### src/rtl/core/plcg_pkg.sv
// ----------------------------------------------------------------------------
// plcg_pkg
// Shared types and constants for the particle link contact generator.
// ----------------------------------------------------------------------------
package plcg_pkg;

  localparam int FRAC_BITS  = 16;
  localparam int NORM_FRAC  = 14;
  localparam int SUM_W      = 66;
  localparam int ROOT_W     = 34;
  localparam int NUM_W      = 32 + NORM_FRAC;
  localparam int QUOT_W     = NORM_FRAC + 1;
  localparam int PEN_W      = 33;
  localparam int BOUNCE_W   = 17;

  localparam logic [BOUNCE_W-1:0] BOUNCE_ONE = BOUNCE_W'(1 << FRAC_BITS);
  localparam logic [31:0] REST_RESET   = 32'(1 << FRAC_BITS);
  localparam logic [BOUNCE_W-1:0] BOUNCE_RESET = BOUNCE_W'(1 << (FRAC_BITS - 1));

  // Register indexes (paddr[3:2]).
  localparam logic [1:0] REG_MODE   = 2'd0;
  localparam logic [1:0] REG_REST   = 2'd1;
  localparam logic [1:0] REG_BOUNCE = 2'd2;

  // Side data carried along the square-root chain.
  typedef struct packed {
    logic [2:0][31:0] mag;
    logic [2:0]       neg;
    logic             hit;
    logic             flip;
  } sq_side_t;

  // Side data carried along the divider chain.
  typedef struct packed {
    logic [2:0]       neg;
    logic             hit;
    logic [PEN_W-1:0] pen;
  } dv_side_t;

endpackage

### src/rtl/core/plcg_div_cell.sv
// ----------------------------------------------------------------------------
// plcg_div_cell
// One quotient bit of the three-lane normal divider chain.
// ----------------------------------------------------------------------------
module plcg_div_cell #(
  parameter int BIT = 0
) (
  input  logic                                clk,
  input  logic                                rst_n,
  input  logic                                vld_i,
  input  logic [plcg_pkg::ROOT_W-1:0]         len_i,
  input  logic [2:0][plcg_pkg::NUM_W-1:0]     rem_i,
  input  logic [2:0][plcg_pkg::QUOT_W-1:0]    q_i,
  input  plcg_pkg::dv_side_t                  side_i,
  output logic                                vld_o,
  output logic [plcg_pkg::ROOT_W-1:0]         len_o,
  output logic [2:0][plcg_pkg::NUM_W-1:0]     rem_o,
  output logic [2:0][plcg_pkg::QUOT_W-1:0]    q_o,
  output plcg_pkg::dv_side_t                  side_o
);
  import plcg_pkg::*;

  localparam int DW = ROOT_W + NORM_FRAC;

  logic [DW-1:0]            dvs;
  logic [2:0][NUM_W-1:0]    rem_nxt;
  logic [2:0][QUOT_W-1:0]   q_nxt;
  logic                     vld_r;
  logic [ROOT_W-1:0]        len_r;
  logic [2:0][NUM_W-1:0]    rem_r;
  logic [2:0][QUOT_W-1:0]   q_r;
  dv_side_t                 side_r;

  // Restoring division step on each lane.
  always_comb begin
    dvs = DW'(len_i) << BIT;
    for (int i = 0; i < 3; i++) begin
      if ({2'b00, rem_i[i]} >= dvs) begin
        rem_nxt[i] = NUM_W'({2'b00, rem_i[i]} - dvs);
        q_nxt[i]   = q_i[i] | (QUOT_W'(1) << BIT);
      end else begin
        rem_nxt[i] = rem_i[i];
        q_nxt[i]   = q_i[i];
      end
    end
  end

  always_ff @(posedge clk) begin
    if (!rst_n) begin
      vld_r <= 1'b0;
    end else begin
      vld_r <= vld_i;
    end
  end

  always_ff @(posedge clk) begin
    len_r  <= len_i;
    rem_r  <= rem_nxt;
    q_r    <= q_nxt;
    side_r <= side_i;
  end

  assign vld_o  = vld_r;
  assign len_o  = len_r;
  assign rem_o  = rem_r;
  assign q_o    = q_r;
  assign side_o = side_r;

endmodule
### config.mk
export PLATFORM = sky130hd
export DESIGN_NAME = plcg_div_cell
export DESIGN_NICKNAME = d
export VERILOG_FILES = /design/src/rtl/core/plcg_pkg.sv /design/src/rtl/core/plcg_div_cell.sv
export SDC_FILE = /design/constraint.sdc
export NUM_CORES = 1
export LEC_CHECK = 0
export BUFFER_PORTS_ARGS = -buffer_cell sky130_fd_sc_hd__buf_2
export CORE_AREA = 2 2 201 203
export DETAILED_ROUTE_END_ITERATION = 8
export DIE_AREA = 0 0 203 205
export MAX_ROUTING_LAYER = met4
export PLACE_DENSITY = 0.57
export SYNTH_ARGS = -nofsm -noshare
export SYNTH_HDL_FRONTEND = slang
export SYNTH_SLANG_ARGS = --single-unit
### constraint.sdc
create_clock -name clk -period 2.6 [get_ports clk]
set_clock_uncertainty 0.1 [all_clocks]
set_input_delay 0.26 -clock clk [delete_from_list [all_inputs] [get_ports clk]]
set_output_delay 0.26 -clock clk [all_outputs]
set_load 0.01 [all_outputs]
==> flow_metrics.tcl, run 1 <==
set metrics [dict create \
    status "complete, but fails checks" \
    failed_checks "negative hold slack" \
    first_global_vias 15900 \
    multi_input_area_um2 8480 \
    cp_data_arrival_time_ns 3.00 \
    ios 512 \
    fin_setup_tns_ns 0 \
    stdcell_area_um2 24200 \
    clkSinkCount 255 \
    final_common_cell "buf_2" \
    fin_crit_sh 0.999 \
    cpMostUsedCell "o211ai_1" \
    place_area_um2 19700 \
    ant_nets 0 \
    leakage_nw 11.5 \
    min_period_ns 2.60 \
    synth_ff_type "dfxtp_1" \
    critPathMaxStageDelay_ns 0.53 \
    grt.total_usage 0.274 \
    regArea_um2 5100 \
    path_max_fanout 5 \
    hold_slack_ns -0.115 \
    core_um2 39400 \
    power_w 0.0134 \
    yosys_warnings 0 \
    drive_gt1_frac 0.448 \
    ys_ff_latch 255 \
    cts_root_buf "clkbuf_16" \
    die_h_um 205 \
    synth.distinct_cells 82 \
    final_cell_mix "502 x buf_2, 430 x buf_4, 255 x dlygate4sd3_1, 255 x dfxtp_1, 137 x a21oi_1" \
    rsz0062_at_grt "true" \
    max-slew-margin-rel 0.626 \
    min_path_type "in -> reg" \
    final_util 0.615 \
    start_util 0.332 \
    startpoint "rem_i[100]" \
    maxSlewViolCount 0 \
    ys_seq_area_frac 0.391 \
    area_delta_synth_final_pct 85.4 \
    layout.nets 3006 \
    endpoint_kind "flop" \
    hp-start "rem_i[46]" \
    async_flop_share 0 \
    slowest_stage "dlygate4sd3_1" \
    tightest_slew_ns 0.557 \
    wl_mm 58.9 \
    hold_viol 1 \
    path_class "in -> reg" \
    portBuffers 511 \
    crit_family "compound AO/OA/AOI/OAI gates" \
    drv_cap 0 \
    setup_violations 0 \
    postSynthAreaPerCell_um2 8.95 \
    peakVddDrop_mv 0.538 \
    vias 15400 \
    cts_buffers 29 \
    clkSlewWorstSetupHoldPaths_ns 0.06 \
    dp_hpwl_mm 44.6 \
    via_per_inst 4.81 \
    drt-initial-drc-count 631 \
    antenna_found_initial 12 \
    fillers 3337 \
    cts_tree "built" \
    grt_overflow 0 \
    dieArea_um2 41600 \
    power_density_nw_per_um2 552 \
    postSynthCellCount 1459 \
    fmax_mhz 385 \
    worstSetupStartpointType "primary input" \
    die_w_um 203 \
    netlist_area_um2 13100 \
    crit_chain "dlygate4sd3_1 -> buf_2 -> ha_4 -> o211ai_1 -> nor2_2 -> o31ai_4 -> a21boi_2 -> a21o_1 -> a221oi_2 -> buf_4 -> o21ba_2 -> o211ai_1 -> xnor2_1" \
    grt_pass1_wl_mm 86.1 \
    synth_nets 1821 \
    clockBufferDepth 3 \
    remaining_drc_errors 0 \
    cp_num_buf_inv 3 \
    first_pass_iters 5 \
    synth-edff-count 0 \
    place.gp.congestion 0.957 \
    cts_htree_levels 1 \
    grt_max_degree 29 \
    cp_data_required_time_ns 3.01 \
    rows 73 \
    wl_per_cell_um 18.4 \
]
[path summary, 6_finish.rpt]
check,to,slack [ns],cells after the start
max,rem_o[137],0.002,13
min,rem_o[46],-0.11,3
[cell families (layout without fill, tap and decap cells)]
group / Yosys count / count (layout) / synth area share
AOI/OAI and AO/OA: 426 / 426 / 0.211
xor gates and xnor gates: 125 / 125 / 0.0838
adders and majority gates: 105 / 105 / 0.102
buffers and inverters: 115 / 1323 / 0.0374
DFF: 255 / 255 / 0.391
muxes: 24 / 24 / 0.0229
other: 0 / 13 / 0
and+or+nand+nor: 409 / 409 / 0.152
[layout make-up]
class / instances / area share
antenna: 13 / 0.00134
inverter: 59 / 0.0108
multi-input combinational: 1089 / 0.350
tap: 525 / 0.0271
sequential: 255 / 0.211
clock buffer: 35 / 0.0321
timing repair buffer: 1210 / 0.358
clock inverter: 19 / 0.0101
[registers in the layout, indices dropped and copies added (netlist names)]
register and count:
vld_o 1, rem_o 138, side_o 37, q_o 45, len_o 34
[metal layers]
metal,up-vias,share of wire,global-route usage
li1,7629,-,-
met1,7212,0.41,0.308
met2,462,0.51,0.488
met3,121,0.050,0.0437
met4,0,0.038,0.107
met5,-,0,-
[power breakdown]
group          switching (W)  internal (W)
Combinational        0.00217       0.00227
Sequential          0.000157       0.00441
Clock                0.00180       0.00257
[cell usage after synthesis (11+ instances only)]
| library cell | count | area share |
|---|---|---|
| inv_1 | 59 | 0.017 |
| o21bai_1 | 20 | 0.011 |
| clkbuf_1 | 27 | 0.0078 |
| xor2_1 | 62 | 0.042 |
| nor2_1 | 128 | 0.037 |
| xnor2_1 | 63 | 0.042 |
| ha_1 | 102 | 0.098 |
| and3_1 | 13 | 0.0062 |
| a31oi_1 | 12 | 0.0057 |
| nand2_1 | 109 | 0.031 |
| a21oi_1 | 150 | 0.057 |
| o21a_1 | 18 | 0.010 |
| a21o_1 | 50 | 0.029 |
| o211ai_1 | 14 | 0.0080 |
| nor4_1 | 11 | 0.0053 |
| mux2_2 | 11 | 0.0095 |
| nand3_1 | 30 | 0.011 |
| nand4_1 | 27 | 0.013 |
| buf_2 | 24 | 0.0092 |
| nor3_1 | 17 | 0.0065 |
| o21ai_0 | 69 | 0.026 |
| dfxtp_1 | 255 | 0.39 |
| and2_1 | 12 | 0.0057 |
[repair_timing]
action / in CTS / in global routing
hold buffers: 255 / 2
hold endpoints to repair: 254 / 3
buffers inserted: 3 / 15
resized for setup: 19 / 131
pin swaps: 4 / 54
cloned: 0 / 1
setup endpoints to repair: 15 / 104
[metrics by stage]
step / instances / worst slack, ns
detailed placement: 2866 / -0.705
finish: 3205 / 0.00207
global placement: 2866 / -0.723
CTS: 3178 / -0.0159
global route: 3205 / -0.0812
floorplan: 1459 / -0.0803
Power figures use the tool's default switching activity.
==> inputs of run 2 (changes only) <==
--- a/config.mk
+++ b/config.mk
@@ -11,6 +11,7 @@
 export DIE_AREA = 0 0 203 205
 export MAX_ROUTING_LAYER = met4
 export PLACE_DENSITY = 0.57
+export REMOVE_ABC_BUFFERS = 1
 export SYNTH_ARGS = -nofsm -noshare
 export SYNTH_HDL_FRONTEND = slang
 export SYNTH_SLANG_ARGS = --single-unit
==> run 2 against run 1 <==
Net effect: the run ends with negative hold slack, negative setup slack left; count of clock-buffer cells in the layout increased by 2; die area unchanged; critical path depth increased by 1; sequential power about the same; setup slack got worse by 0.037 ns; combinational power increased by 1%; clock power decreased by 1%; global-route usage decreased by 0.15 points; flip-flop and latch count unchanged; critical path type unchanged; largest cell class unchanged.
==> flow_metrics.tcl, run 2 (synthesis gave the netlist of run 1 again) <==
set metrics [dict create \
    place_ws_ns -0.883 \
    ant_nets 0 \
    maxSlewViolCount 0 \
    cp_data_required_time_ns 2.96 \
    hold_slack_ns -0.256 \
    max-slew-margin-rel 0.608 \
    path_max_fanout 4 \
    dieArea_um2 41600 \
    clockBufferDepth 3 \
    slowest_stage "o311ai_4" \
    dp_hpwl_mm 44.0 \
    die_h_um 205 \
    setup_violations 1 \
    largest_reg_flops 138 \
    remaining_drc_errors 0 \
    vias 15600 \
    portBuffers 511 \
    final_common_cell "buf_2" \
    crit_cells 14 \
    fin_crit_sh 1.01 \
    antenna_found_initial 14 \
    grt_max_degree 35 \
    tightest_slew_ns 0.587 \
    cts_root_buf "clkbuf_16" \
    wl_per_cell_um 18.6 \
    failed_checks "negative hold slack, negative setup slack" \
    p_sw_w 0.00405 \
    clkSinkCount 255 \
    ios 512 \
    clkSlewWorstSetupHoldPaths_ns 0.06 \
    crit_family "compound AO/OA/AOI/OAI gates" \
    worstSetupStartpointType "primary input" \
    grt_overflow 0 \
    wl_mm 59.7 \
    min_period_ns 2.63 \
    final_util 0.620 \
    peakVddDrop_mv 0.437 \
    rows 73 \
    die_w_um 203 \
    crit_chain "buf_2 -> inv_1 -> ha_1 -> and2_4 -> buf_4 -> nand3_1 -> o2111ai_2 -> o211ai_1 -> o311ai_4 -> a21oi_4 -> buf_6 -> a211oi_4 -> nand4_1 -> xnor2_1" \
    p_clk_frac 0.323 \
    leakage_nw 11.6 \
    cp_num_buf_inv 4 \
    min_path_type "in -> reg" \
    status "complete, but fails checks" \
    first_global_vias 15800 \
    cts_tree "built" \
    grt_pass1_wl_mm 85.6 \
    crit_end "rem_o[89]" \
    critPathMaxStageDelay_ns 0.46 \
    cts_htree_levels 1 \
    area_delta_synth_final_pct 86.8 \
    hold_viol 2 \
    first_pass_iters 5 \
    seqPwrFrac 0.341 \
    layout.nets 3015 \
    fmax_mhz 380 \
    drt-initial-drc-count 695 \
    combPwrFrac 0.336 \
    endpoint_kind "flop" \
    place.gp.congestion 0.952 \
    p_int_w 0.00930 \
    grt.total_usage 0.273 \
    final_cell_mix "495 x buf_2, 439 x buf_4, 255 x dfxtp_1" \
    cp_data_arrival_time_ns 2.99 \
    power_density_nw_per_um2 547 \
    power_w 0.0134 \
    rsz0062_at_grt "true" \
    cts_buffers 28 \
    drive_gt1_frac 0.458 \
    drv_cap 0 \
    switching_share 0.304 \
    path_class "in -> reg" \
    via_per_inst 4.85 \
    core_um2 39400 \
    startpoint "len_i[9]" \
    setup_ws_ns -0.0344 \
    start_util 0.332 \
]
-- run 2: changes by cell type in the layout (fill, tap and decap cells not counted), moves of 4 or more --
cell	before	now
and3_1	11	7
and3_4	3	7
buf_12	10	4
buf_2	502	495
buf_4	430	439
buf_6	8	21
dlygate4sd3_1	255	246
ha_1	70	66
inv_1	40	34
inv_2	8	15
nor2_1	116	120
nor2_2	12	5
-- run 2: worst min path at each step --
stage | start | end | slack [ns] | depth (start not counted)
5_1_grt | len_i[0] | len_o[0] | -0.27 | 1
3_5_place_dp | side_i[27] | side_o[27] | 0.26 | 1
2_1_floorplan | len_i[0] | len_o[0] | 0.19 | 0
4_1_cts | len_i[0] | len_o[0] | -0.24 | 1
3_3_place_gp | side_i[30] | side_o[30] | 0.26 | 1
6_report | len_i[0] | len_o[0] | -0.26 | 1
-- run 2: cell type report --
class,count,area (um^2)
Fill cell,3267,15000
Timing Repair Buffer,1218,8800
Multi-Input combinational cell,1091,8550
Sequential cell,255,5100
Clock buffer,37,786
Tap cell,525,657
Inverter,59,255
Clock inverter,14,210
Antenna cell,14,35.0
-- run 2: metrics by stage --
stage	TNS (ns)	cell area [um^2]	std cells
2_1_floorplan	-148.90	12800	1403
5_1_grt	-1.07	24400	3213
4_1_cts	-0.0319	23300	3181
3_3_place_gp	-81.43	19200	2861
3_5_place_dp	-86.46	19200	2861
6_report	-0.0344	24400	3213
-- run 2: what timing repair did --
item / in CTS / in global routing
setup buffers: 19 / 19
resized for setup: 65 / 187
setup endpoints to repair: 94 / 135
hold buffers: 245 / 4
gates cloned: 5 / 4
pin swaps: 25 / 70
endpoints found under the hold margin: 248 / 5
-- run 2: power by group through the flow --
stage	Sequential [W]	Combinational, W	Clock [W]
floorplan	0.00489	0.00152	0
global placement	0.00462	0.00379	0
detailed placement	0.00463	0.00381	0
CTS	0.00455	0.00421	0.00437
global route	0.00459	0.00482	0.00457
finish	0.00455	0.00449	0.00431
-- run 2: routing by layer --
metal | global-route usage | share of wire | routed length [um] | vias to the layer above
met4 | 0.107 | 0.035 | 2110 | 0
met3 | 0.0420 | 0.052 | 3130 | 117
met5 | - | 0 | 0 | -
met2 | 0.488 | 0.51 | 30500 | 461
li1 | - | - | - | 7645
met1 | 0.305 | 0.40 | 23900 | 7357
==> inputs of run 3 (changes only) <==
--- a/config.mk
+++ b/config.mk
@@ -12,6 +12,7 @@
 export MAX_ROUTING_LAYER = met4
 export PLACE_DENSITY = 0.57
 export REMOVE_ABC_BUFFERS = 1
+export SETUP_SLACK_MARGIN = 0.4
 export SYNTH_ARGS = -nofsm -noshare
 export SYNTH_HDL_FRONTEND = slang
 export SYNTH_SLANG_ARGS = --single-unit
==> run 3 against run 2 <==
Net effect: the flow still finishes with violations (negative hold slack, negative setup slack); critical path depth up 2; core utilization up 4.2 points; wire length up 7.1%; final cell count up 1.7%; combinational power up 7.3%; worst hold slack worse by 0.018 ns; count of clock-buffer cells in the layout unchanged; critical path type unchanged; critical endpoint unchanged; largest power group is now combinational logic; highest routed layer unchanged.
==> flow_metrics.tcl, run 3 (synthesis gave the netlist of run 1 again) <==
set metrics [dict create \
    largest_reg_flops 138 \
    wl_met1_mm 24.9 \
    start_util 0.332 \
    drt-initial-drc-count 752 \
    status "complete, but fails checks" \
    hp-start "len_i[0]" \
    fin_crit_sh 1.04 \
    cp_data_arrival_time_ns 3.06 \
    die_h_um 205 \
    ios 512 \
    maxSlewViolCount 0 \
    dieArea_um2 41600 \
    p_clk_frac 0.316 \
    fin_setup_tns_ns -0.844 \
    final_util 0.662 \
    min_path_type "in -> reg" \
    peakVddDrop_mv 0.422 \
    p_sw_w 0.00423 \
    grt_pass1_wl_mm 91.1 \
    p_int_w 0.00947 \
    cp_data_required_time_ns 2.94 \
    antenna_found_initial 10 \
    finalNonFillerCells 3269 \
    clkSinkCount 255 \
    final_common_cell "buf_2" \
    dp_cells 2861 \
    core_um2 39400 \
    critPathMaxStageDelay_ns 0.38 \
    die_w_um 203 \
    cts_root_buf "clkbuf_16" \
    tightest_slew_ns 0.720 \
    crit_chain "buf_2 -> inv_2 -> buf_4 -> ha_2 -> buf_4 -> nand3_1 -> nor3_1 -> buf_4 -> nand4_1 -> o21ai_2 -> buf_6 -> a21oi_4 -> buf_6 -> a211oi_4 -> nand4_1 -> xnor2_1" \
    setup_violations 29 \
    hold_viol 2 \
    whs_path_depth 1 \
    cts_buffers 28 \
    layout.nets 3075 \
    rows 73 \
    crit_cells 16 \
    final_cell_mix "499 x buf_2, 450 x buf_4, 255 x dfxtp_1" \
    area_delta_synth_final_pct 99.6 \
    clkSlewWorstSetupHoldPaths_ns 0.06 \
    wl_per_cell_um 19.6 \
    first_pass_iters 5 \
    highest_layer "met4" \
    portBuffers 511 \
    rsz0062_at_grt "true" \
    endpoint_kind "flop" \
    worstSetupStartpointType "primary input" \
    grt.total_usage 0.289 \
    first_global_vias 16600 \
    power_density_nw_per_um2 525 \
    wl_mm 64.0 \
    switching_share 0.309 \
    path_class "in -> reg" \
    holdPathEnd "len_o[0]" \
    drive_gt1_frac 0.511 \
    setup_ws_ns -0.115 \
    place.gp.congestion 0.952 \
    max-slew-margin-rel 0.519 \
    cts_tree "built" \
    remaining_drc_errors 0 \
    leakage_nw 12.2 \
    cpMostUsedCell "buf_4" \
    drv_cap 0 \
    dr_wl_met3_mm 3.52 \
    hold_slack_ns -0.274 \
    grt_max_degree 18 \
    path_max_fanout 6 \
    place_area_um2 19200 \
    seqPwrFrac 0.333 \
    slowest_stage "ha_2" \
    crit_family "buffers and inverters" \
    ant_nets 0 \
    vias 16200 \
    combPwrFrac 0.352 \
    clockBufferDepth 3 \
    cp_num_buf_inv 7 \
    via_per_inst 4.95 \
    dp_hpwl_mm 44.0 \
    failed_checks "negative hold slack, negative setup slack" \
    wl_met2_mm 33.0 \
    min_period_ns 2.71 \
    grt_overflow 0 \
    cts_htree_levels 1 \
    fmax_mhz 368 \
    stdcell_area_um2 26100 \
]
==> run 3: power groups by stage <==
stage / logic (W) / clock network, W / registers, W
after global placement: 0.00379 / 0 / 0.00462
final: 0.00482 / 0.00433 / 0.00456
after floorplan: 0.00152 / 0 / 0.00489
after global routing: 0.00513 / 0.00458 / 0.00459
after detailed placement: 0.00381 / 0 / 0.00463
after CTS: 0.00447 / 0.00437 / 0.00455
==> run 3: routing by layer <==
layer,vias to the layer above,global-route usage
met5,-,-
met4,0,0.0993
met3,162,0.0401
met2,583,0.530
met1,7684,0.322
li1,7748,-
==> run 3: metrics by stage <==
stage          power (W)  setup WS, ns
5_1_grt           0.0143        -0.224
3_3_place_gp     0.00842        -0.817
6_report          0.0137        -0.115
3_5_place_dp     0.00843        -0.883
2_1_floorplan    0.00640         -2.49
4_1_cts           0.0134       0.00471
==> run 3: final cells by class <==
class / instances / area (um^2)
Sequential cell: 255 / 5100
Timing Repair Buffer: 1278 / 9670
Fill cell: 2999 / 13300
Inverter: 59 / 268
Multi-Input combinational cell: 1091 / 9350
Antenna cell: 10 / 25.0
Clock inverter: 14 / 210
Tap cell: 525 / 657
Clock buffer: 37 / 786
==> run 3: worst max-delay path by stage <==
stage / startpoint / endpoint
after detailed placement: len_i[33] / rem_o[89]
final: len_i[10] / rem_o[89]
after global routing: len_i[10] / rem_o[89]
after CTS: len_i[31] / rem_o[89]
after floorplan: len_i[23] / rem_o[41]
after global placement: len_i[33] / rem_o[84]
==> run 3: what timing repair did <==
item | in CTS | in global routing
setup endpoints to repair | 141 | 141
pin swaps | 94 | 71
endpoints found under the hold margin | 250 | 5
hold buffers | 247 | 3
resized for setup | 317 | 184
gates cloned | 16 | 2
setup buffers | 51 | 28
