===== src/rtl/core/plcg_pkg.sv =====
// ----------------------------------------------------------------------------
// plcg_pkg
// Shared types and constants for the particle link contact generator.
// ----------------------------------------------------------------------------
package plcg_pkg;

  localparam int FRAC_BITS  = 16;
  localparam int NORM_FRAC  = 14;
  localparam int SUM_W      = 66;
  localparam int ROOT_W     = 34;
  localparam int NUM_W      = 32 + NORM_FRAC;
  localparam int QUOT_W     = NORM_FRAC + 1;
  localparam int PEN_W      = 33;
  localparam int BOUNCE_W   = 17;

  localparam logic [BOUNCE_W-1:0] BOUNCE_ONE = BOUNCE_W'(1 << FRAC_BITS);
  localparam logic [31:0] REST_RESET   = 32'(1 << FRAC_BITS);
  localparam logic [BOUNCE_W-1:0] BOUNCE_RESET = BOUNCE_W'(1 << (FRAC_BITS - 1));

  // Register indexes (paddr[3:2]).
  localparam logic [1:0] REG_MODE   = 2'd0;
  localparam logic [1:0] REG_REST   = 2'd1;
  localparam logic [1:0] REG_BOUNCE = 2'd2;

  // Side data carried along the square-root chain.
  typedef struct packed {
    logic [2:0][31:0] mag;
    logic [2:0]       neg;
    logic             hit;
    logic             flip;
  } sq_side_t;

  // Side data carried along the divider chain.
  typedef struct packed {
    logic [2:0]       neg;
    logic             hit;
    logic [PEN_W-1:0] pen;
  } dv_side_t;

endpackage


===== src/rtl/core/plcg_sqrt_cell.sv =====
// ----------------------------------------------------------------------------
// plcg_sqrt_cell
// One bit of the square-root chain: trial subtract and register.
// ----------------------------------------------------------------------------
module plcg_sqrt_cell #(
  parameter int BIT = 0
) (
  input  logic                          clk,
  input  logic                          rst_n,
  input  logic                          vld_i,
  input  logic [plcg_pkg::SUM_W-1:0]    rem_i,
  input  logic [plcg_pkg::ROOT_W-1:0]   root_i,
  input  plcg_pkg::sq_side_t            side_i,
  output logic                          vld_o,
  output logic [plcg_pkg::SUM_W-1:0]    rem_o,
  output logic [plcg_pkg::ROOT_W-1:0]   root_o,
  output plcg_pkg::sq_side_t            side_o
);
  import plcg_pkg::*;

  localparam int TW = SUM_W + 2;

  logic [TW-1:0]     trial;
  logic              take;
  logic [SUM_W-1:0]  rem_nxt;
  logic [ROOT_W-1:0] root_nxt;
  logic              vld_r;
  logic [SUM_W-1:0]  rem_r;
  logic [ROOT_W-1:0] root_r;
  sq_side_t          side_r;

  // Growing the root by this bit costs (root << (BIT+1)) + 2^(2*BIT).
  always_comb begin
    trial    = (TW'(root_i) << (BIT + 1)) | (TW'(1) << (2 * BIT));
    take     = {2'b00, rem_i} >= trial;
    rem_nxt  = take ? SUM_W'({2'b00, rem_i} - trial) : rem_i;
    root_nxt = take ? (root_i | (ROOT_W'(1) << BIT)) : root_i;
  end

  always_ff @(posedge clk) begin
    if (!rst_n) begin
      vld_r <= 1'b0;
    end else begin
      vld_r <= vld_i;
    end
  end

  always_ff @(posedge clk) begin
    rem_r  <= rem_nxt;
    root_r <= root_nxt;
    side_r <= side_i;
  end

  assign vld_o  = vld_r;
  assign rem_o  = rem_r;
  assign root_o = root_r;
  assign side_o = side_r;

endmodule


===== config.mk =====
export PLATFORM = sky130hd
export DESIGN_NAME = plcg_sqrt_cell
export DESIGN_NICKNAME = d
export VERILOG_FILES = /design/src/rtl/core/plcg_pkg.sv /design/src/rtl/core/plcg_sqrt_cell.sv
export SDC_FILE = /design/constraint.sdc
export NUM_CORES = 1
export LEC_CHECK = 0
export ABC_AREA = 1
export BUFFER_PORTS_ARGS = -buffer_cell sky130_fd_sc_hd__buf_2
export CORE_AREA = 3 3 157 159
export CTS_CLUSTER_SIZE = 10
export DETAILED_ROUTE_END_ITERATION = 8
export DIE_AREA = 0 0 160 162
export HOLD_SLACK_MARGIN = 0.12
export PLACE_DENSITY = 0.66
export SETUP_SLACK_MARGIN = 0.05
export SYNTH_ARGS = -nofsm -noshare
export SYNTH_HDL_FRONTEND = slang
export SYNTH_SLANG_ARGS = --single-unit

===== constraint.sdc =====
create_clock -name clk -period 4.65 [get_ports clk]
set_clock_uncertainty 0.1 [all_clocks]
set_input_delay 0.2325 -clock clk [delete_from_list [all_inputs] [get_ports clk]]
set_output_delay 0.2325 -clock clk [all_outputs]
set_load 0.005 [all_outputs]

==> results.md, run 1 <==
* GR Overflow Total at 0
* Max H-tree Level at 1
* Worst-margin pin slew at ~1200 ps
* Largest net degree at the start of global routing at between 60 and 70
* Max VDD drop at between 200 and 250 uV
* YS warnings at 0
* Max-slew violation count at 0
* Cell Rows at 56
* Fmax at 0.255 GHz
* Setup bufs post-CTS at 0
* Ports at 406
* Status: finished clean
* Die Wd at between 150 and 200 um
* GR Layer Usage met1 at 0.346
* Crit Path Max Fanout at 68
* Synth Net Count at about 1,500
* Period utilization at 0.843
* Min cycle time layout at 3920 ps
* Worst setup path endpoint: rem_o[1]
* Power density over cell area at 325 nW/um2
* Post-placement setup slack at roughly 1300 ps
* DP Area at between 10,000 and 15,000 um2
* Final hold violation count at 0
* Leakage power figure at ~7.3 nW
* Final worst slack at 730 ps
* Setup Viol. Count Final at 0
* Vias/cell at roughly 4.6
* Worst setup path startpoint: rem_i[17]
* Syn Inst Count at 1,231
* 1st-iter DRT viols at 678
* CP Class: primary input to register
* TNS Setup at 0 ps
* Req. time, crit path at roughly 5000 ps
* GRT busiest layer: met2
* Worst slew margin at 0.190
* CP Capture Type: register
* Final cell utilization of the core at 0.595
* CTS Sinks at 202
* ANT nets after route at 0
* CP Launch Type: primary input
* Vias in the first global route at 10,200
* Syn-to-layout area delta at 57.5%
* Seq cells post-synth at just over 200
* Finished Cell Area at 13,900 um2
* NumNets Final at approximately 2,100
* CTS tree: yes
* Initial Utilization at 0.378
* Clock-pin transition on the worst setup and hold timing paths at 50 ps
* First-pass GRT wire length at 57,400 um
* Die ar. at 25,900 um2
* Mapped Avg Cell Area at about 7.2 um2
* M2 GR Usage at 0.485
* Gr usage total at 0.282
* Detailed Routing Iterations Pass 1 at 5
* Via count at roughly 10,000
* Avg WL per Cell at between 15 and 20 um
* Initial antenna violation count at 5
* Detailed Place HPWL at roughly 29,000 um
* # Max-Cap Violations at 0
* Area of the core at about 23,000 um2
* DIE HEIGHT at roughly 160 um
* Remaining DRCs at 0
* Post-cts sizing count at 0
* M3 GR Usage at 0.0732
* Layout cells sized above 1 at 0.248
* PortBufs at ~410
* Cell Area, Synth at a little under 9000 um2
* Wirelength, routed at 37,900 um
* Clock root cell: clkbuf_16
* Critical Path AT at roughly 4300 ps
* Number of distinct library cells after synthesis at 30
* Gpl congestion at 0.981
* CTS Buf Count at 24
* Unrepaired setup endpoints after global routing: no
* Max Root-Sink Buffers at 3
* # fillers at ~2,100
* Pwr Total at between 0.004 and 0.005 W
* Tightest Hold Check Type: primary input to register
* Sequential fraction of the synthesis area at 0.458
## repair_timing
item / in CTS / in global routing
setup endpoints to repair: 0 / 0
hold buffers: 205 / 0
hold endpoints to repair: 202 / 0
## cells in the mapped netlist (all sizes together)
cell type,number,area [um2]
ha,35,438
nand2,433,1650
clkbuf,1,3.75
inv,210,788
nand3b,15,113
a21oi,40,204
a31oi,1,6.26
o21a,2,15.0
o21bai,5,37.5
dfxtp,202,4040
xnor2,28,245
o21ai,49,283
nor3,26,135
nand3,37,195
xor2,6,52.6
nand4,13,81.3
nor2,117,452
fa,1,20.0
buf,9,63.8
nor2b,1,6.26
## cells by family (layout without fill, tap and decap cells)
| group | Yosys count | in the layout | share of synthesized area |
|---|---|---|---|
| xor gates and xnor gates | 34 | 34 | 0.0337 |
| and+or+nand+nor | 642 | 642 | 0.298 |
| adders and majority gates | 36 | 36 | 0.0518 |
| DFF | 202 | 202 | 0.458 |
| AOI/OAI and AO/OA | 97 | 97 | 0.0617 |
| buffers and inverters | 220 | 851 | 0.0969 |
| other | 0 | 1 | 0 |
## worst min path at each step
stage | startpoint | end | slack [ps] | cells after the start
finish | side_i[84] | side_o[84] | 260 | 2
global route | side_i[84] | side_o[84] | 240 | 2
CTS | side_i[87] | side_o[87] | 230 | 2
detailed placement | side_i[42] | side_o[42] | 240 | 1
global placement | side_i[83] | side_o[83] | 240 | 1
floorplan | root_i[10] | root_o[10] | 160 | 0
## layout by cell type, fill, tap and decap left out, types with 28 or more instances in the layout
master / n
nand2_1: 424
buf_2: 405
inv_1: 208
dlygate4sd3_1: 205
dfxtp_1: 202
nor2_1: 112
a21oi_1: 39
nand3_1: 35
ha_1: 35
o21ai_0: 28
xnor2_1: 28
## layout make-up
| class | instances | area, um2 | area share |
|---|---|---|---|
| timing repair buffer | 610 | 4080 | 0.293 |
| inverter | 210 | 788 | 0.0566 |
| multi-input combinational | 809 | 3940 | 0.283 |
| clock buffer | 31 | 668 | 0.0480 |
| tap | 319 | 399 | 0.0287 |
| antenna | 1 | 2.50 | 0.000180 |
| sequential | 202 | 4040 | 0.291 |
## worst max-delay path, stage by stage
cell,delay [ps]
dlygate4sd3_1,570
buf_2,150
ha_1,350
nand2_1,150
inv_1,50
a21oi_1,230
nand2_1,110
inv_1,60
nand2_1,80
nand2_1,90
nand2_2,70
nand2_2,100
nand2_4,210
inv_2,910
nand2_1,150
o21ai_2,100
dlygate4sd3_1,560
## metal layers
layer | routed length [um] | part of all wire | up-vias
met5 | 41 | 0.0011 | -
met3 | 2610 | 0.069 | 90
met4 | 1250 | 0.033 | 6
met2 | 18100 | 0.48 | 367
met1 | 15800 | 0.42 | 4523
li1 | - | - | 5007
## registers in the layout, summed over array words and instances (netlist names)
register,count
rem_o,66
root_o,34
side_o,101
vld_o,1
## stage by stage
stage,std cells,hold slack [ps]
finish,2182,260
global placement,1945,235
floorplan,1231,160
CTS,2181,233
global route,2182,244
detailed placement,1945,236
## power breakdown
| part | leakage (nW) | switching [W] | internal (W) |
|---|---|---|---|
| Combinational | 5.29 | 0.000502 | 0.000437 |
| Clock | 0.327 | 0.000680 | 0.000983 |
| Sequential | 1.70 | 0.0000434 | 0.00188 |
| Total | 7.32 | 0.00122 | 0.00330 |
Power figures use the tool's default switching activity.
==> inputs of run 2 (changes only) <==
--- a/config.mk
+++ b/config.mk
@@ -7,12 +7,13 @@
 export LEC_CHECK = 0
 export ABC_AREA = 1
 export BUFFER_PORTS_ARGS = -buffer_cell sky130_fd_sc_hd__buf_2
-export CORE_AREA = 3 3 157 159
+export CORE_ASPECT_RATIO = 0.7
+export CORE_MARGIN = 3
+export CORE_UTILIZATION = 43
 export CTS_CLUSTER_SIZE = 10
 export DETAILED_ROUTE_END_ITERATION = 8
-export DIE_AREA = 0 0 160 162
 export HOLD_SLACK_MARGIN = 0.12
-export PLACE_DENSITY = 0.66
+export PLACE_DENSITY = 0.77
 export SETUP_SLACK_MARGIN = 0.05
 export SYNTH_ARGS = -nofsm -noshare
 export SYNTH_HDL_FRONTEND = slang
==> constraint.sdc (replaced) <==
create_clock -name clk -period 3.6 [get_ports clk]
set_clock_uncertainty 0.1 [all_clocks]
set_input_delay 0.18 -clock clk [delete_from_list [all_inputs] [get_ports clk]]
set_output_delay 0.18 -clock clk [all_outputs]
set_load 0.005 [all_outputs]
==> run 2 against run 1 <==
  * Global-route usage up 3.6 points
  * Non-clock buffer count up 3
  * Power up 28%
  * Die area down 14%
  * Setup slack worse by 460 ps
  * Final area down 0.31%
  * Sequential share of layout area up 0.089 points
  * Clock-buffer cell count down 4
==> results.md, run 2 (synthesized netlist as in run 1, its figures left out) <==
* Avg WL per Cell at 17.1 um (-1.5%)
* Fmax at approximately 0.30 GHz
* Via count at 10,200 (+1.7%)
* ANT nets after route at 0 (unchanged)
* Initial antenna violation count at 4 (-1)
* Min cycle time layout at 3330 ps
* Commonest non-fill, non-tap cell in the layout: nand2_1
* Initial Utilization at 0.443 (+0.0651)
* CP Capture Type: register
* Status: finished clean
* Tightest Hold Check Type: primary input to register
* Crit Path Max Fanout at 33 (-51%)
* CP Class: primary input to register
* Post-placement setup slack at 640 ps (-668 ps)
* 1st-iter DRT viols at 868 (+28%)
* Vias/cell at 4.76 (+4.0%)
* Req. time, crit path at 3950 ps (-1050 ps)
* CTS Buf Count at 24 (unchanged)
* Clock root cell: clkbuf_16
* CTS Sinks at 202 (unchanged)
* GR Layer Usage met1 at 0.393 (+0.0474)
* Non-filler cells, final at 2,134 (-2.2%)
* Hold Startpoint: side_i[68]
* PortBufs at 405 (unchanged)
* Max Root-Sink Buffers at 3 (unchanged)
* Register area at 4040 um2 (unchanged)
* GR Overflow Total at 0 (unchanged)
* Ports at 406 (unchanged)
* Remaining DRCs at 0 (unchanged)
* WHS at 213 ps (-47.7 ps)
* Cell Rows at 43 (-23%)
* First-pass GRT wire length at 55,700 um (-3.0%)
* Wirelength, routed at 36,500 um (-3.7%)
* Vias in the first global route at 10,400 (+2.0%)
* M3 GR Usage at 0.0955 (+0.0223)
* Area of the core at 20,000 um2 (-15%)
* Period utilization at 0.925
* Power density over cell area at 418 nW/um2 (+28%)
* CP Launch Type: primary input
* Largest register FFs at 101 (unchanged)
* Critical Path AT at 3670 ps (-600 ps)
* Hold Path Stages at 2 (unchanged)
* Max-slew violation count at 0 (unchanged)
* Final hold violation count at 0 (unchanged)
* Setup Viol. Count Final at 0 (unchanged)
* Gr usage total at 0.318 (+0.0357)
* NumNets Final at 2,100 (+0.14%)
* Worst setup path startpoint: rem_i[9]
* Max H-tree Level at 1 (unchanged)
* Most frequent cells in the layout: 424 x nand2_1, 405 x buf_2, 208 x inv_1
* M2 GR Usage at 0.532 (+0.0471)
* TNS Setup at 0 ps (unchanged)
* Dpl cells at 1,898 (-2.4%)
* Worst Hold End: side_o[68]
* Worst slew margin at 0.585 (+0.394)
* Largest net degree at the start of global routing at 50 (-28%)
* Final worst slack at 271 ps (-459 ps)
* Layout cells sized above 1 at 0.250 (+0.00161)
* Detailed Place HPWL at 26,700 um (-6.8%)
* Clock-pin transition on the worst setup and hold timing paths at 60 ps (about the same)
* Syn-to-layout area delta at 57.0%
* Max VDD drop at 308 uV (+49%)
* Area of the multi-input gates at 3940 um2 (+0.13%)
* Leakage power figure at 7.32 nW (about the same)
* Die ar. at 22,300 um2 (-14%)
* DIE HEIGHT at 126 um (-22%)
* Unrepaired setup endpoints after global routing: no
* # Max-Cap Violations at 0 (unchanged)
* Gpl congestion at 0.976 (-0.49%)
* Worst-margin pin slew at 616 ps (-598 ps)
* Final cell utilization of the core at 0.695 (+0.100)
* Die Wd at 177 um (+11%)
* CTS tree: yes
* Detailed Routing Iterations Pass 1 at 6 (+1)
* GRT busiest layer: met2
* # fillers at 1,646 (-23%)
## run 2: changes by cell type in the layout (fill, tap and decap cells not counted), moves of 2 or more
cell,before,now
clkbuf_8,2,0
nor2_2,5,7
clkbuf_1,4,2
nor2_1,112,110
## run 2: worst max path at each step
stage	endpoint	slack, ps	depth (start not counted)
floorplan	rem_o[3]	1610	16
global placement	rem_o[29]	770	15
detailed placement	rem_o[23]	640	15
CTS	rem_o[65]	330	16
global route	rem_o[65]	50	16
finish	rem_o[1]	270	17
## run 2: worst max-delay path, stage by stage
cell and delay (ps):
dlygate4sd3_1 540, buf_2 140, ha_1 360, nand2_1 140, inv_1 80, a21oi_2 170
nand3_2 170, nand2_1 100, nand2_1 120, nand2_1 100, nand2_2 70, nand2_2 100
nand2_4 220, inv_2 410, nand2_1 130, o21ai_2 70, dlygate4sd3_1 550
## run 2: what timing repair did
item | CTS | global route
hold buffers | 206 | 0
endpoints found under the hold margin | 202 | 0
setup buffers | 0 | 0
gates resized for setup | 0 | 2
endpoints found under the setup margin | 0 | 1
## run 2: area by class of cell
| cell class | count | share of cell area |
|---|---|---|
| antenna | 2 | 0.000361 |
| clock buffer | 27 | 0.0456 |
| clock inverter | 1 | 0.000631 |
| inverter | 210 | 0.0568 |
| multi-input combinational | 809 | 0.284 |
| sequential | 202 | 0.291 |
| tap | 270 | 0.0243 |
| timing repair buffer | 613 | 0.297 |
## run 2: routing by layer
layer	wire length, um	up-vias
li1	-	4994
met1	14700	4622
met2	16700	465
met3	3870	79
met4	1210	4
met5	24	-
## run 2: report_power, final
group	internal (W)	switching, W
combinational	0.000567	0.000642
sequential	0.00243	0.0000535
clock	0.00122	0.000879
total	0.00422	0.00157
## run 2: through the flow
stage / area (um2) / total power (W)
after floorplan: 8840 / 0.00302
after global placement: 11200 / 0.00349
after detailed placement: 11200 / 0.00351
after CTS: 13900 / 0.00574
after global routing: 13900 / 0.00605
final: 13900 / 0.00579
==> inputs of run 3 (changes only) <==
==> constraint.sdc (replaced) <==
create_clock -name clk -period 2.9 [get_ports clk]
set_clock_uncertainty 0.1 [all_clocks]
set_input_delay 0.145 -clock clk [delete_from_list [all_inputs] [get_ports clk]]
set_output_delay 0.145 -clock clk [all_outputs]
set_load 0.005 [all_outputs]
==> run 3 against run 2 <==
  * Combinational power grew 26%
  * Via count shrank 0.67%
  * Routed wire length grew 1.7%
  * Sequential cell count is the same
  * Largest cell class unchanged
  * Largest power group unchanged
==> results.md, run 3 (synthesized netlist as in run 1, its figures left out) <==
* Status: finished clean
* Req. time, crit path at 3250 ps (-700 ps)
* Syn-to-layout area delta at 57.5%
* CTS Buf Count at 24 (unchanged)
* Area of the multi-input gates at 3940 um2 (about the same)
* TNS Setup at 0 ps (unchanged)
* Crit Path Max Fanout at 4 (-88%)
* Gpl congestion at 0.982 (+0.55%)
* Period utilization at 0.923
* Vias in the first global route at 10,100 (-3.0%)
* Ports at 406 (unchanged)
* Commonest non-fill, non-tap cell in the layout: nand2_1
* Wirelength, routed at 37,100 um (+1.7%)
* CP Capture Type: register
* Avg WL per Cell at 17.4 um (+1.7%)
* Post-placement setup slack at 389 ps (-250 ps)
* 1st-iter DRT viols at 744 (-14%)
* Crit-path cells: dlygate4sd3_1 -> buf_2 -> inv_1 -> ha_1 -> nand2_1 -> nor2_1 -> nand2_1 -> nor2_1 -> nand2_1 -> nand3_1 -> nand2_1 -> nand3_1 -> nand2_1 -> dlygate4sd3_1 -> nand2_1
* NumNets Final at 2,101 (+0.048%)
* Layout cells sized above 1 at 0.253 (+0.00309)
* First-pass GRT wire length at 55,900 um (+0.31%)
* Dpl cells at 1,901 (+0.16%)
* Max-slew violation count at 0 (unchanged)
* GR Overflow Total at 0 (unchanged)
* Most frequent cells in the layout: 424 x nand2_1, 405 x buf_2, 208 x inv_1
* Detailed Routing Iterations Pass 1 at 5 (-1)
* Most Frequent Cell on Critical Path: nand2_1
* Final hold violation count at 0 (unchanged)
* Via count at 10,100 (-0.67%)
* Setup Viol. Count Final at 0 (unchanged)
* Largest net degree at the start of global routing at 69 (+38%)
* Cell Rows at 43 (unchanged)
* Non-filler cells, final at 2,133 (-0.047%)
* # diodes at 0 (-2)
* Detailed Place HPWL at 27,400 um (+2.4%)
* Die Wd at 177 um (unchanged)
* Final worst slack at 224 ps (-47.3 ps)
* PortBufs at 405 (unchanged)
* Worst slew margin at 0.584 (-0.000830)
* CP delay by family, top: simple AND/OR/NAND/NOR gates
* CP max-delay cell: dlygate4sd3_1
* Worst-margin pin slew at 618 ps (+1.23 ps)
* Remaining DRCs at 0 (unchanged)
* CTS tree: yes
* Fmax at 0.374 GHz
* # Max-Cap Violations at 0 (unchanged)
* Power density over cell area at 528 nW/um2 (+26%)
* Die ar. at 22,300 um2 (unchanged)
* Gr usage total at 0.321 (+0.00329)
* Clock root cell: clkbuf_16
* Area of the core at 20,000 um2 (unchanged)
* Clock-pin transition on the worst setup and hold timing paths at 60 ps (about the same)
* CP Launch Type: primary input
* Max H-tree Level at 1 (unchanged)
* Crit path largest cell delay at 550 ps (about the same)
* Largest register FFs at 101 (unchanged)
* Worst setup path startpoint: root_i[22]
* Hold Startpoint: side_i[3]
* Initial Utilization at 0.443 (unchanged)
* Register area at 4040 um2 (unchanged)
* # fillers at 1,649 (+0.18%)
* CTS Sinks at 202 (unchanged)
* CP Class: primary input to register
* Setup bufs post-CTS at 0 (unchanged)
* Max VDD drop at 453 uV (+47%)
* WP buf/inv at 4 (-1)
* DIE HEIGHT at 126 um (unchanged)
* Leakage power figure at 7.35 nW (+0.38%)
* Unrepaired setup endpoints after global routing: no
* Critical Path AT at 3030 ps (-640 ps)
* Tightest Hold Check Type: primary input to register
* Min cycle time layout at 2680 ps
* Initial antenna violation count at 0 (-4)
* Max Root-Sink Buffers at 3 (unchanged)
* Vias/cell at 4.73 (-0.62%)
* ANT nets after route at 0 (unchanged)
run 3: cell count changes in the layout (fill, tap and decap cells not counted):
cell / delta
clkbuf_8: +2
buf_4: +3
clkbuf_1: -2
nor2_2: +1
dlygate4sd3_1: -2
nor2_1: -1
o21ai_0: -2
bufinv_16: +1
o21ai_1: +2
diode_2: -2
clkinv_4: -1
run 3: area by class of cell:
cell class                      instances  area share
Clock buffer                           27      0.0469
Clock inverter                          1     0.00216
Inverter                              210      0.0566
Multi-Input combinational cell        809       0.283
Sequential cell                       202       0.291
Tap cell                              270      0.0243
Timing Repair Buffer                  614       0.296
run 3: layer usage:
| layer | vias up | part of all wire | GRT usage | routed length, um |
|---|---|---|---|---|
| li1 | 5000 | - | - | - |
| met3 | 80 | 0.094 | 0.0775 | 3480 |
| met5 | - | 0 | 0 | 0 |
| met2 | 457 | 0.46 | 0.539 | 17000 |
| met1 | 4559 | 0.42 | 0.413 | 15500 |
| met4 | 0 | 0.031 | 0.0900 | 1140 |
run 3: per-stage QoR:
step / utilization / total power, W / hold WS, ps / instance area, um2
floorplan: - / 0.00374 / 72.7 / 8840
global placement: 0.560 / 0.00437 / 147 / 11200
CTS: 0.697 / 0.00731 / 161 / 13900
global route: 0.697 / 0.00763 / 167 / 13900
detailed placement: 0.560 / 0.00438 / 149 / 11200
finish: 0.697 / 0.00735 / 171 / 13900
run 3: where the power goes:
group / switching, W / leakage [nW] / internal, W
clock: 0.00109 / 0.337 / 0.00165
combinational: 0.000816 / 5.31 / 0.000704
sequential: 0.0000742 / 1.70 / 0.00302
run 3: worst paths after layout:
path,end,cells past startpoint
max,rem_o[65],15
min,side_o[3],2
run 3: timing repair:
action / CTS / global route
hold buffers: 204 / 0
gates resized for setup: 0 / 5
endpoints found under the setup margin: 0 / 1
endpoints found under the hold margin: 202 / 0
